==> config.mk <==
export PLATFORM = sky130hd
export DESIGN_NAME = lgt_row_cell
export DESIGN_NICKNAME = d
export VERILOG_FILES = /design/src/rtl/lgt_pkg.sv /design/src/rtl/lgt_row_cell.sv
export SDC_FILE = /design/constraint.sdc
export NUM_CORES = 1
export LEC_CHECK = 0
export ABC_AREA = 1
export BUFFER_PORTS_ARGS = -buffer_cell sky130_fd_sc_hd__buf_2
export CORE_AREA = 3 3 161 163
export DETAILED_ROUTE_END_ITERATION = 10
export DIE_AREA = 0 0 164 166
export PLACE_DENSITY_LB_ADDON = 0.05
export REMOVE_ABC_BUFFERS = 1
export SLEW_MARGIN = 0
export SYNTH_ARGS = -nofsm -noshare
export SYNTH_HDL_FRONTEND = slang
export SYNTH_SLANG_ARGS = --single-unit
==> constraint.sdc <==
create_clock -name clk -period 2.75 [get_ports clk]
set_clock_uncertainty 0.2 [all_clocks]
set_input_delay 0.275 -clock clk [delete_from_list [all_inputs] [get_ports clk]]
set_output_delay 0.275 -clock clk [all_outputs]
set_load 0.05 [all_outputs]
==> src/rtl/lgt_pkg.sv <==
`timescale 1ns / 1ps
`default_nettype none

package lgt_pkg;

  // Grid bound and derived widths
  localparam int MAX_SIZE = 64;
  localparam int IDX_W    = $clog2(MAX_SIZE);
  localparam int SIZE_W   = $clog2(MAX_SIZE + 1);
  localparam int CFG_W    = 7;

  localparam logic [CFG_W-1:0] GRID_SIZE_RST = CFG_W'(50);

  typedef logic [MAX_SIZE-1:0] row_t;
  typedef logic [IDX_W-1:0]    idx_t;
  typedef logic [SIZE_W-1:0]   size_t;
  typedef logic [1:0]          opcode_t;

  // Operation codes
  localparam opcode_t OP_WRITE = 2'd0;
  localparam opcode_t OP_READ  = 2'd1;
  localparam opcode_t OP_CLEAR = 2'd2;
  localparam opcode_t OP_STEP  = 2'd3;

  // Broadcast control from the sequencer to every row cell
  typedef struct packed {
    logic  shift;     // ring rotates by one row
    row_t  tail_row;  // value entering the last active cell
    logic  zero_en;   // cell 0 takes zero_row instead of its neighbor
    row_t  zero_row;
    logic  pen_en;    // second-to-last active cell takes pen_row
    row_t  pen_row;
    logic  clear;
    row_t  col_mask;  // active columns
    logic  wr_en;
    idx_t  wr_row;
    idx_t  wr_col;
    logic  wr_val;
    size_t n;         // active side length
  } lgt_cell_ctl_t;

  // One generation for a whole row, columns wrapped at n.
  // Columns at or beyond n keep their current value.
  function automatic row_t life_row(row_t up, row_t cur, row_t dn, size_t n);
    row_t       res;
    idx_t       last;
    idx_t       lc;
    idx_t       rc;
    logic [3:0] cnt;
    last = IDX_W'(n - SIZE_W'(1));
    for (int c = 0; c < MAX_SIZE; c++) begin
      lc  = (c == 0) ? last : IDX_W'(c - 1);
      rc  = (c + 1 >= int'(n)) ? '0 : IDX_W'(c + 1);
      cnt = 4'(up[lc]) + 4'(up[c]) + 4'(up[rc]) + 4'(cur[lc]) + 4'(cur[rc])
          + 4'(dn[lc]) + 4'(dn[c]) + 4'(dn[rc]);
      if (c < int'(n)) begin
        res[c] = (cnt == 4'd3) || ((cnt == 4'd2) && cur[c]);
      end else begin
        res[c] = cur[c];
      end
    end
    return res;
  endfunction

endpackage

`default_nettype wire

==> src/rtl/lgt_row_cell.sv <==
`timescale 1ns / 1ps
`default_nettype none

// One grid row of the rotating ring; takes the row of the next-higher cell index on a shift
module lgt_row_cell (
  input  wire logic                   clk,
  input  wire logic                   rst,
  input  wire lgt_pkg::idx_t          idx,
  input  wire lgt_pkg::row_t          nbr,
  input  wire lgt_pkg::lgt_cell_ctl_t ctl,
  output lgt_pkg::row_t               row
);

  lgt_pkg::size_t pos;
  logic           active;
  logic           is_tail;
  logic           is_pen;
  lgt_pkg::row_t  row_next;

  assign pos     = lgt_pkg::SIZE_W'(idx);
  assign active  = pos < ctl.n;
  assign is_tail = (pos + lgt_pkg::SIZE_W'(1)) == ctl.n;
  assign is_pen  = (pos + lgt_pkg::SIZE_W'(2)) == ctl.n;

  // Next row: clear, single-cell write, or ring shift with update taps
  always_comb begin
    row_next = row;
    priority if (ctl.clear && active) begin
      row_next = row & ~ctl.col_mask;
    end else if (ctl.wr_en && (ctl.wr_row == idx)) begin
      row_next[ctl.wr_col] = ctl.wr_val;
    end else if (ctl.shift && active) begin
      priority if (is_tail) begin
        row_next = ctl.tail_row;
      end else if (ctl.zero_en && (idx == '0)) begin
        row_next = ctl.zero_row;
      end else if (ctl.pen_en && is_pen) begin
        row_next = ctl.pen_row;
      end else begin
        row_next = nbr;
      end
    end else begin
      row_next = row;
    end
  end

  always_ff @(posedge clk) begin
    if (rst) begin
      row <= '0;
    end else begin
      row <= row_next;
    end
  end

endmodule

`default_nettype wire

# ---- Yosys cells after proc, flatten, opt, wreduce, memory -nomap -nowiden
# Cells that the tools add are included.
dict set report classes {
  addsub 2
  magnitude_cmp 3
  eq_ne 3
  n_mux 9
  n_bitwise 2
  reduce_logical 8
}
# operator count
set op_table {}
lappend op_table {{$mux 64} 6}
lappend op_table {{$and 64x64->64} 1}
lappend op_table {{$bwmux 64} 1}
lappend op_table {{$not 64->64} 1}
lappend op_table {{$eq 7x7->1} 2}
lappend op_table {{$add 6x1->7 const B} 1}
lappend op_table {{$add 6x2->7 const B} 1}
lappend op_table {{$lt 6x7->1} 1}
lappend op_table {{$lt 6x7->1 const B} 1}
lappend op_table {{$demux 1 s6} 1}
lappend op_table {{$eq 6x6->1} 1}
lappend op_table {{$ge 6x1->1 const B} 1}
lappend op_table {{$logic_and 1x1->1} 6}
lappend op_table {{$logic_not 6->1} 1}
lappend op_table {{$reduce_bool 3->1} 1}
lappend op_table {{$mux 1} 1}
dict set report word_totals {
  ff_bits 64
  inputBits 353
  output_inout_bits 64
  wordCells 28
}

# ---- Longest topological paths before layout
# Gate-level depths: netlist (run 1).
dict set report logic_depth {
  depth_word 9
  mapped_depth 18
  mapped_depth_nobuf 17
}

# ---- Least setup slack after synthesis (run 1)
# No wires, ideal clock.
dict set report synth_timing {
  path_kind {input port to flip-flop}
  startpoint {input port ctl[1] (netlist name)}
  endpoint {register row[26]}
  setup_ps 117
  t_arrival_ps 1806
  t_required_ps 2433
  slack_ps 627
  stages 13
  n_path_buf 2
  path_cell_list {inv_1 -> ha_1 -> nand3b_1 -> nor2_1 -> nand3_1 -> nor2_4 -> nand2_2 -> buf_6 -> buf_2 -> o211ai_1 -> nand3_1 -> nand2_1 -> a21oi_1}
}
dict set report synth_via {
  elab_chain_cells 8
  elab_cells_between_ends 13
  cone_classes {order compare: 1; eq/ne: 2; mux: 6; reduce/logical: 4}
}
# element line
set synth_lines {}
lappend synth_lines {{from (decl)} lgt_row_cell.sv:10} ;# input wire lgt_pkg::lgt_cell_ctl_t ctl,
lappend synth_lines {{$eq 7x7->1} lgt_row_cell.sv:23} ;# assign is_pen = (pos + lgt_pkg::SIZE_W'(2)) == ctl.n;
lappend synth_lines {{$logic_and 1x1->1} lgt_row_cell.sv:37} ;# end else if (ctl.pen_en && is_pen) begin
lappend synth_lines {{$mux 64} lgt_row_cell.sv:37}
lappend synth_lines {{$mux 64} lgt_row_cell.sv:35} ;# end else if (ctl.zero_en && (idx == '0)) begin
lappend synth_lines {{$mux 64} lgt_row_cell.sv:33} ;# priority if (is_tail) begin
lappend synth_lines {{$mux 64} lgt_row_cell.sv:32} ;# end else if (ctl.shift && active) begin
lappend synth_lines {{$mux 64} lgt_row_cell.sv:30} ;# end else if (ctl.wr_en && (ctl.wr_row == idx)) begin
lappend synth_lines {{$mux 64} lgt_row_cell.sv:28} ;# priority if (ctl.clear && active) begin
lappend synth_lines {{to (signal assigned)} lgt_row_cell.sv:51} ;# row <= row_next;
lappend synth_lines {{to (decl)} lgt_row_cell.sv:11} ;# output lgt_pkg::row_t row
# Several ways; a longest one is shown, not always the timed one. The select of a mux whose other input is x is not followed.
# A chain may end at the register's enable or synchronous reset.

# ---- Final worst setup path (run 1)
dict set report layout_timing {
  startpoint {input port ctl[4] (netlist name)}
  endpoint {register row[60]}
}
# The elaborated chain is that of the path after synthesis.

==> impl_results.md, run 1 <==
* Remaining antenna violation count at 0
* Yosys reg bits at 64
* # DRC at 0
* Drt first pass iters at 5
* Non-filler cells, final at 2295
* Fin util at around 44%
* Max cap viols at 0
* Worst setup SP type: primary input
* Postcts setup bufs at 0
* Starting DRT DRC Count at 493
* Initial antenna violation count at 6
* DRT Wirelength at 32900 µm
* Synth area leaders: nand2_1, dfxtp_1, inv_1
* Synth Instances at 1591
* Core area at 24500 µm²
* Leading area contributor after synthesis: nand2_1
* Pin count of the biggest net entering global routing at 69
* H-tree levels at 3
* GP Congestion at 0.805
* CTS Hold Bufs at 0
* CTS clock-pin slew for the worst setup and hold paths at 0.06 ns
* Buffers on Ports at 416
* Synth Area in XOR/XNOR at 0.108%
* Pins over their slew limit at 0
* Die area at 27200 µm²
* Pre-CTS setup slack at 0.163 ns
* Leak at 5.96 nW
* Via density at 4.68
* Status: complete, no violations
* Slew margin rel. at 55.7%
* Post-synth top area share at 26.0%
* Sink Count at between 60 and 70
* Simple-gate share of the synthesized area at roughly 45%
* Most frequent cells in the layout: nand2_1, buf_2, inv_1
* Gr ovfl total at 0
* Tcrit/Tclk final at 81.6%
* Clk buf depth at 2
* CTS root buf: clkbuf_16
* Syn avg cell area at ~5.1 µm²
* Setup ws final at 0.505 ns
* Worst-path fanout max at 25
* Final hold vios at 0
* First-pass GRT wire length at around 51000 µm
* Initial Utilization at 33.1%
* Most common cell after layout, fill and taps aside: nand2_1
* Top Registers: row: 64 flops
* PD cells at 388 nW/µm²
* Post-Synth Adder-Cell Area at 1.39%
* Crit end category: flip-flop
* Slew @ Worst Pin at 0.664 ns
* Yosys cell types at 29
* Vias in the first global route at approximately 10000
* NumNets Final at 2325
* P&R area growth vs syn at 33.9%
* Share of cells above drive strength 1 at a little over a quarter
* Synth Warn # at 0
* Chip height at 166 µm
* Setup violators final at 0
* Placed Cells at 2276
* Sequential-to-total area share from yosys stat at 15.8%
* Detailed-placement wirelength estimate at 25300 µm
* Skew-Pair Late Insertion Delay at 0.33 ns
* RSZ-0062 raised after global routing: false
* Die X at 164 µm
* FILL cells at 2856
* DR WL/cell at 14.3 µm
* Max reg flops at 64
* I/O pin cnt at roughly 420
* Most flop-heavy register: row
* Num CTS Buffers at 9
* CTS tree: yes
* Largest family of logic cells by synthesized area: simple AND/OR/NAND/NOR gates
* Post-CTS Resized at 0
* Overall routing resource usage at between 20% and 30%
* Vias at 10700
* Num rows at 57
* Post-synthesis mux area share at 0%
* WS Path Type: in -> reg
* Hold/Removal Path Class: in -> reg
* Synth Area in Compound Gates at 19.9%
* Post-synth design cell area at 8090 µm²
* VDD IR max at 0.249 mV
* Critical path arrival at 2.31 ns
* Min Tclk post-route at 2.25 ns
* Fmax at 445 MHz
* Worst endpoint required time at 2.82 ns
-- cell usage after synthesis --
| cell type | number |
|---|---|
| inv_2 | 18 |
| o21ai_1 | 68 |
| nor2_4 | 3 |
| a22oi_1 | 1 |
| nand2_1 | 560 |
| nand2_2 | 3 |
| or2_2 | 1 |
| ha_1 | 9 |
| nor2_1 | 171 |
| nand4_1 | 5 |
| and2_1 | 1 |
| a21oi_1 | 67 |
| a21o_1 | 1 |
| inv_1 | 233 |
| clkbuf_1 | 40 |
| nor3_1 | 6 |
| dfxtp_1 | 64 |
| nand3b_1 | 3 |
| nand2_4 | 1 |
| buf_6 | 17 |
| o21ai_0 | 94 |
| o211ai_1 | 60 |
| xnor2_1 | 1 |
| nand3_1 | 115 |
| nor3_2 | 12 |
| buf_2 | 30 |
| buf_4 | 3 |
| nor2_2 | 1 |
| buf_1 | 3 |
-- worst paths after layout --
kind                  from      end  slack [ns]  depth (start not counted)
setup / recovery    ctl[4]  row[60]        0.50                         14
hold / removal    ctl[219]   row[3]        0.09                          5
setup reg to reg   row[37]  row[37]        1.62                          6
hold reg to reg     row[3]   row[3]        0.33                          4
-- layout make-up --
cell class              instances  area (µm²)  area share (%)
flip-flops and latches         64        1280            11.8
well taps                     324         405            3.74
diodes                          3        7.51          0.0693
repair buffers                454        2490            23.0
inverters                     251         945            8.73
multi-input cells            1183        5360            49.5
clock inverters                 4        76.3           0.705
clock buffers                  12         256            2.37
-- worst max-delay path, cell delays in order --
cell and delay [ns]:
buf_2 0.10, inv_1 0.06, ha_1 0.29, a21o_1 0.16
a22oi_1 0.17, nand3_1 0.20, inv_2 0.15, nor2_4 0.07
nand2_2 0.11, buf_4 0.28, o21ai_0 0.18, nand2_1 0.09
nand2_1 0.04, a21oi_1 0.12
-- kinds of logic (layout without fill, tap and decap cells) --
group,Yosys count,after routing
compound gates,291,291
xor+xnor,1,1
fa+ha+maj,9,9
buf+inv,344,721
flops,64,64
other cells,0,3
simple gates,882,882
-- routing by layer --
metal	part of all wire [%]	vias up	global-route usage, %	wire (µm)
met5	0.11	-	0	36
met4	1.4	6	4.67	450
met3	7.0	28	5.31	2310
met2	49	330	42.1	16000
met1	43	4667	28.3	14100
li1	-	5711	-	-
-- power by group --
part           internal, mW  switching (mW)  total, mW
clock network         0.847           0.477       1.32
registers              1.04          0.0509       1.09
logic                 0.596            1.19       1.79
total                  2.48            1.72       4.20
-- stage by stage --
stage / power, mW / hold slack (ns) / setup TNS (ns) / instance area, µm²
after global placement: 2.89 / 0.326 / 0 / 10500
after CTS: 4.25 / 0.0785 / 0 / 10800
after detailed placement: 2.91 / 0.328 / 0 / 10500
after global routing: 4.49 / 0.105 / 0 / 10800
final: 4.20 / 0.0866 / 0 / 10800
after floorplan: 2.23 / 0.220 / -155.25 / 7560
No activity file was read; power rests on OpenSTA's default activity.
==> inputs of run 2 (changes only) <==
clock period = 2.34 ns   (was 2.75 ns; I/O delays follow)
==> impl_results.md, run 2 (synthesis results as in run 1) <==
* Tcrit/Tclk final at between 80% and 90%
* Critical path arrival at 2.14 ns (was 2.31 ns)
* Die area at 27200 µm² (unchanged)
* Starting DRT DRC Count at 410 (was 493)
* Most flop-heavy register: row (unchanged)
* RSZ-0062 raised after global routing: false (unchanged)
* Status: complete, no violations (unchanged)
* VDD IR max at 0.254 mV (was 0.249 mV)
* Crit end category: flip-flop (unchanged)
* Initial Utilization at 33.1% (unchanged)
* Sink Count at 64 (unchanged)
* Postcts setup bufs at 0 (unchanged)
* Die X at 164 µm (unchanged)
* Max reg flops at 64 (unchanged)
* Skew-Pair Late Insertion Delay at 0.34 ns (was 0.33 ns)
* Core area at 24500 µm² (unchanged)
* CTS clock-pin slew for the worst setup and hold paths at 0.06 ns (about the same)
* P&R area growth vs syn at 38.2% (was 33.9%)
* Num CTS Buffers at 9 (unchanged)
* Pin count of the biggest net entering global routing at 65 (was 69)
* Vias in the first global route at 9798 (was 9954)
* Via density at 4.66 (was 4.68)
* Share of cells above drive strength 1 at 27.4% (was 26.0%)
* # DRC at 0 (unchanged)
* Drt first pass iters at 5 (unchanged)
* Sink of the worst hold path: row[42] (was row[3])
* Most frequent cells in the layout: nand2_1, buf_2, inv_1 (unchanged)
* Worst hold start: ctl[258] (was ctl[219])
* DRT Wirelength at 33500 µm (was 32900 µm)
* Final hold vios at 0 (unchanged)
* Clk buf depth at 2 (unchanged)
* Overall routing resource usage at 23.4% (about the same)
* CTS tree: yes (unchanged)
* CTS root buf: clkbuf_16 (unchanged)
* Chip height at 166 µm (unchanged)
* Initial antenna violation count at 7 (was 6)
* NumNets Final at 2365 (was 2325)
* Vias at 10900 (was 10700)
* Min Tclk post-route at 2.07 ns
* CTS Hold Bufs at 0 (unchanged)
* R2r startpoint: row[47] (was row[37])
* Gr ovfl total at 0 (unchanged)
* Most common cell after layout, fill and taps aside: nand2_1 (unchanged)
* H-tree levels at 3 (unchanged)
* Post-CTS Resized at 0 (unchanged)
* Worst setup SP type: primary input (unchanged)
* Setup ws final at 0.274 ns (was 0.505 ns)
* Fin util at 45.7% (was 44.3%)
* Worst endpoint required time at 2.41 ns (was 2.82 ns)
* Remaining antenna violation count at 0 (unchanged)
* WS Path Type: in -> reg (unchanged)
* Top Registers: row: 64 flops (unchanged)
* Buffers on Ports at 416 (unchanged)
* PD cells at 446 nW/µm² (was 388 nW/µm²)
* First-pass GRT wire length at 51300 µm (was 51400 µm)
* Pre-CTS setup slack at -0.0848 ns (was 0.163 ns)
* DR WL/cell at 14.3 µm (about the same)
* Num rows at 57 (unchanged)
* Fmax at a little under 500 MHz
* Slew margin rel. at 68.9% (was 55.7%)
* Hold Path Cell Cnt at 5 (unchanged)
* Setup violators final at 0 (unchanged)
* I/O pin cnt at 417 (unchanged)
* R2R Setup Slk at 1.24 ns (was 1.62 ns)
* Detailed-placement wirelength estimate at 26200 µm (was 25300 µm)
* Worst r2r path cells at 6 (unchanged)
* Max cap viols at 0 (unchanged)
* Worst-path fanout max at 29 (was 25)
* GP Congestion at 0.844 (was 0.805)
* R2r endpoint: row[47] (was row[37])
* Leak at 6.16 nW (was 5.96 nW)
* Pins over their slew limit at 0 (unchanged)
* FILL cells at 2808 (was 2856)
* Slew @ Worst Pin at 0.466 ns (was 0.664 ns)
* Hold/Removal Path Class: in -> reg (unchanged)
==> run 2: changes by cell type in the layout (fill, tap and decap cells not counted) <==
cell | before | now
buf_4 | 28 | 64
buf_12 | 10 | 14
clkbuf_1 | 1 | 2
clkbuf_8 | 2 | 3
clkinv_4 | 1 | 0
clkinvlp_4 | 1 | 0
==> run 2: per-layer routing <==
metal / global-route usage (%) / wire length [µm] / vias to the layer above
li1: - / - / 5792
met1: 28.8 / 14200 / 4718
met2: 41.2 / 16100 / 341
met3: 5.79 / 2680 / 32
met4: 4.82 / 452 / 6
met5: 0 / 34 / -
==> run 2: worst max path at each step <==
stage	startpoint	endpoint	slack, ns	cells past startpoint
floorplan	ctl[2]	row[63]	-2.83	13
global placement	idx[0]	row[63]	-0.08	15
detailed placement	idx[0]	row[63]	-0.08	15
CTS	idx[0]	row[63]	0.28	15
global route	idx[0]	row[63]	0.09	15
finish	idx[1]	row[19]	0.27	13
==> run 2: where the power goes <==
part           internal (mW)  total [mW]  switching, mW
Clock                   1.02        1.56          0.542
Combinational          0.732        2.14           1.40
Sequential              1.22        1.28         0.0587
Total                   2.98        4.98           2.01
==> run 2: final cells by class <==
type | instances | area [µm²] | share of cell area (%)
multi-input combinational | 1183 | 5360 | 48.0
timing repair buffer | 494 | 2840 | 25.4
sequential | 64 | 1280 | 11.5
inverter | 251 | 945 | 8.45
tap | 324 | 405 | 3.63
clock buffer | 14 | 274 | 2.45
clock inverter | 2 | 60.1 | 0.537
antenna | 3 | 7.51 | 0.0672
==> run 2: critical path: stages <==
cell,delay [ns]
buf_2,0.13
ha_1,0.30
nand2_1,0.05
o21ai_1,0.19
nand4_1,0.13
nand3_1,0.14
inv_2,0.07
nor2_4,0.16
buf_4,0.33
o21ai_0,0.15
inv_1,0.07
nand2_1,0.05
a21oi_1,0.11
==> run 2: metrics by stage <==
step                instances  power, mW  area [µm²]  TNS (ns)  hold WS [ns]
floorplan                1498       2.62        7560   -178.87         0.179
global placement         2316       3.44       10800     -1.00         0.325
detailed placement       2316       3.45       10800     -1.03         0.328
CTS                      2332       5.05       11200         0        0.0419
global route             2335       5.32       11200         0        0.0739
finish                   2335       4.98       11200         0        0.0529
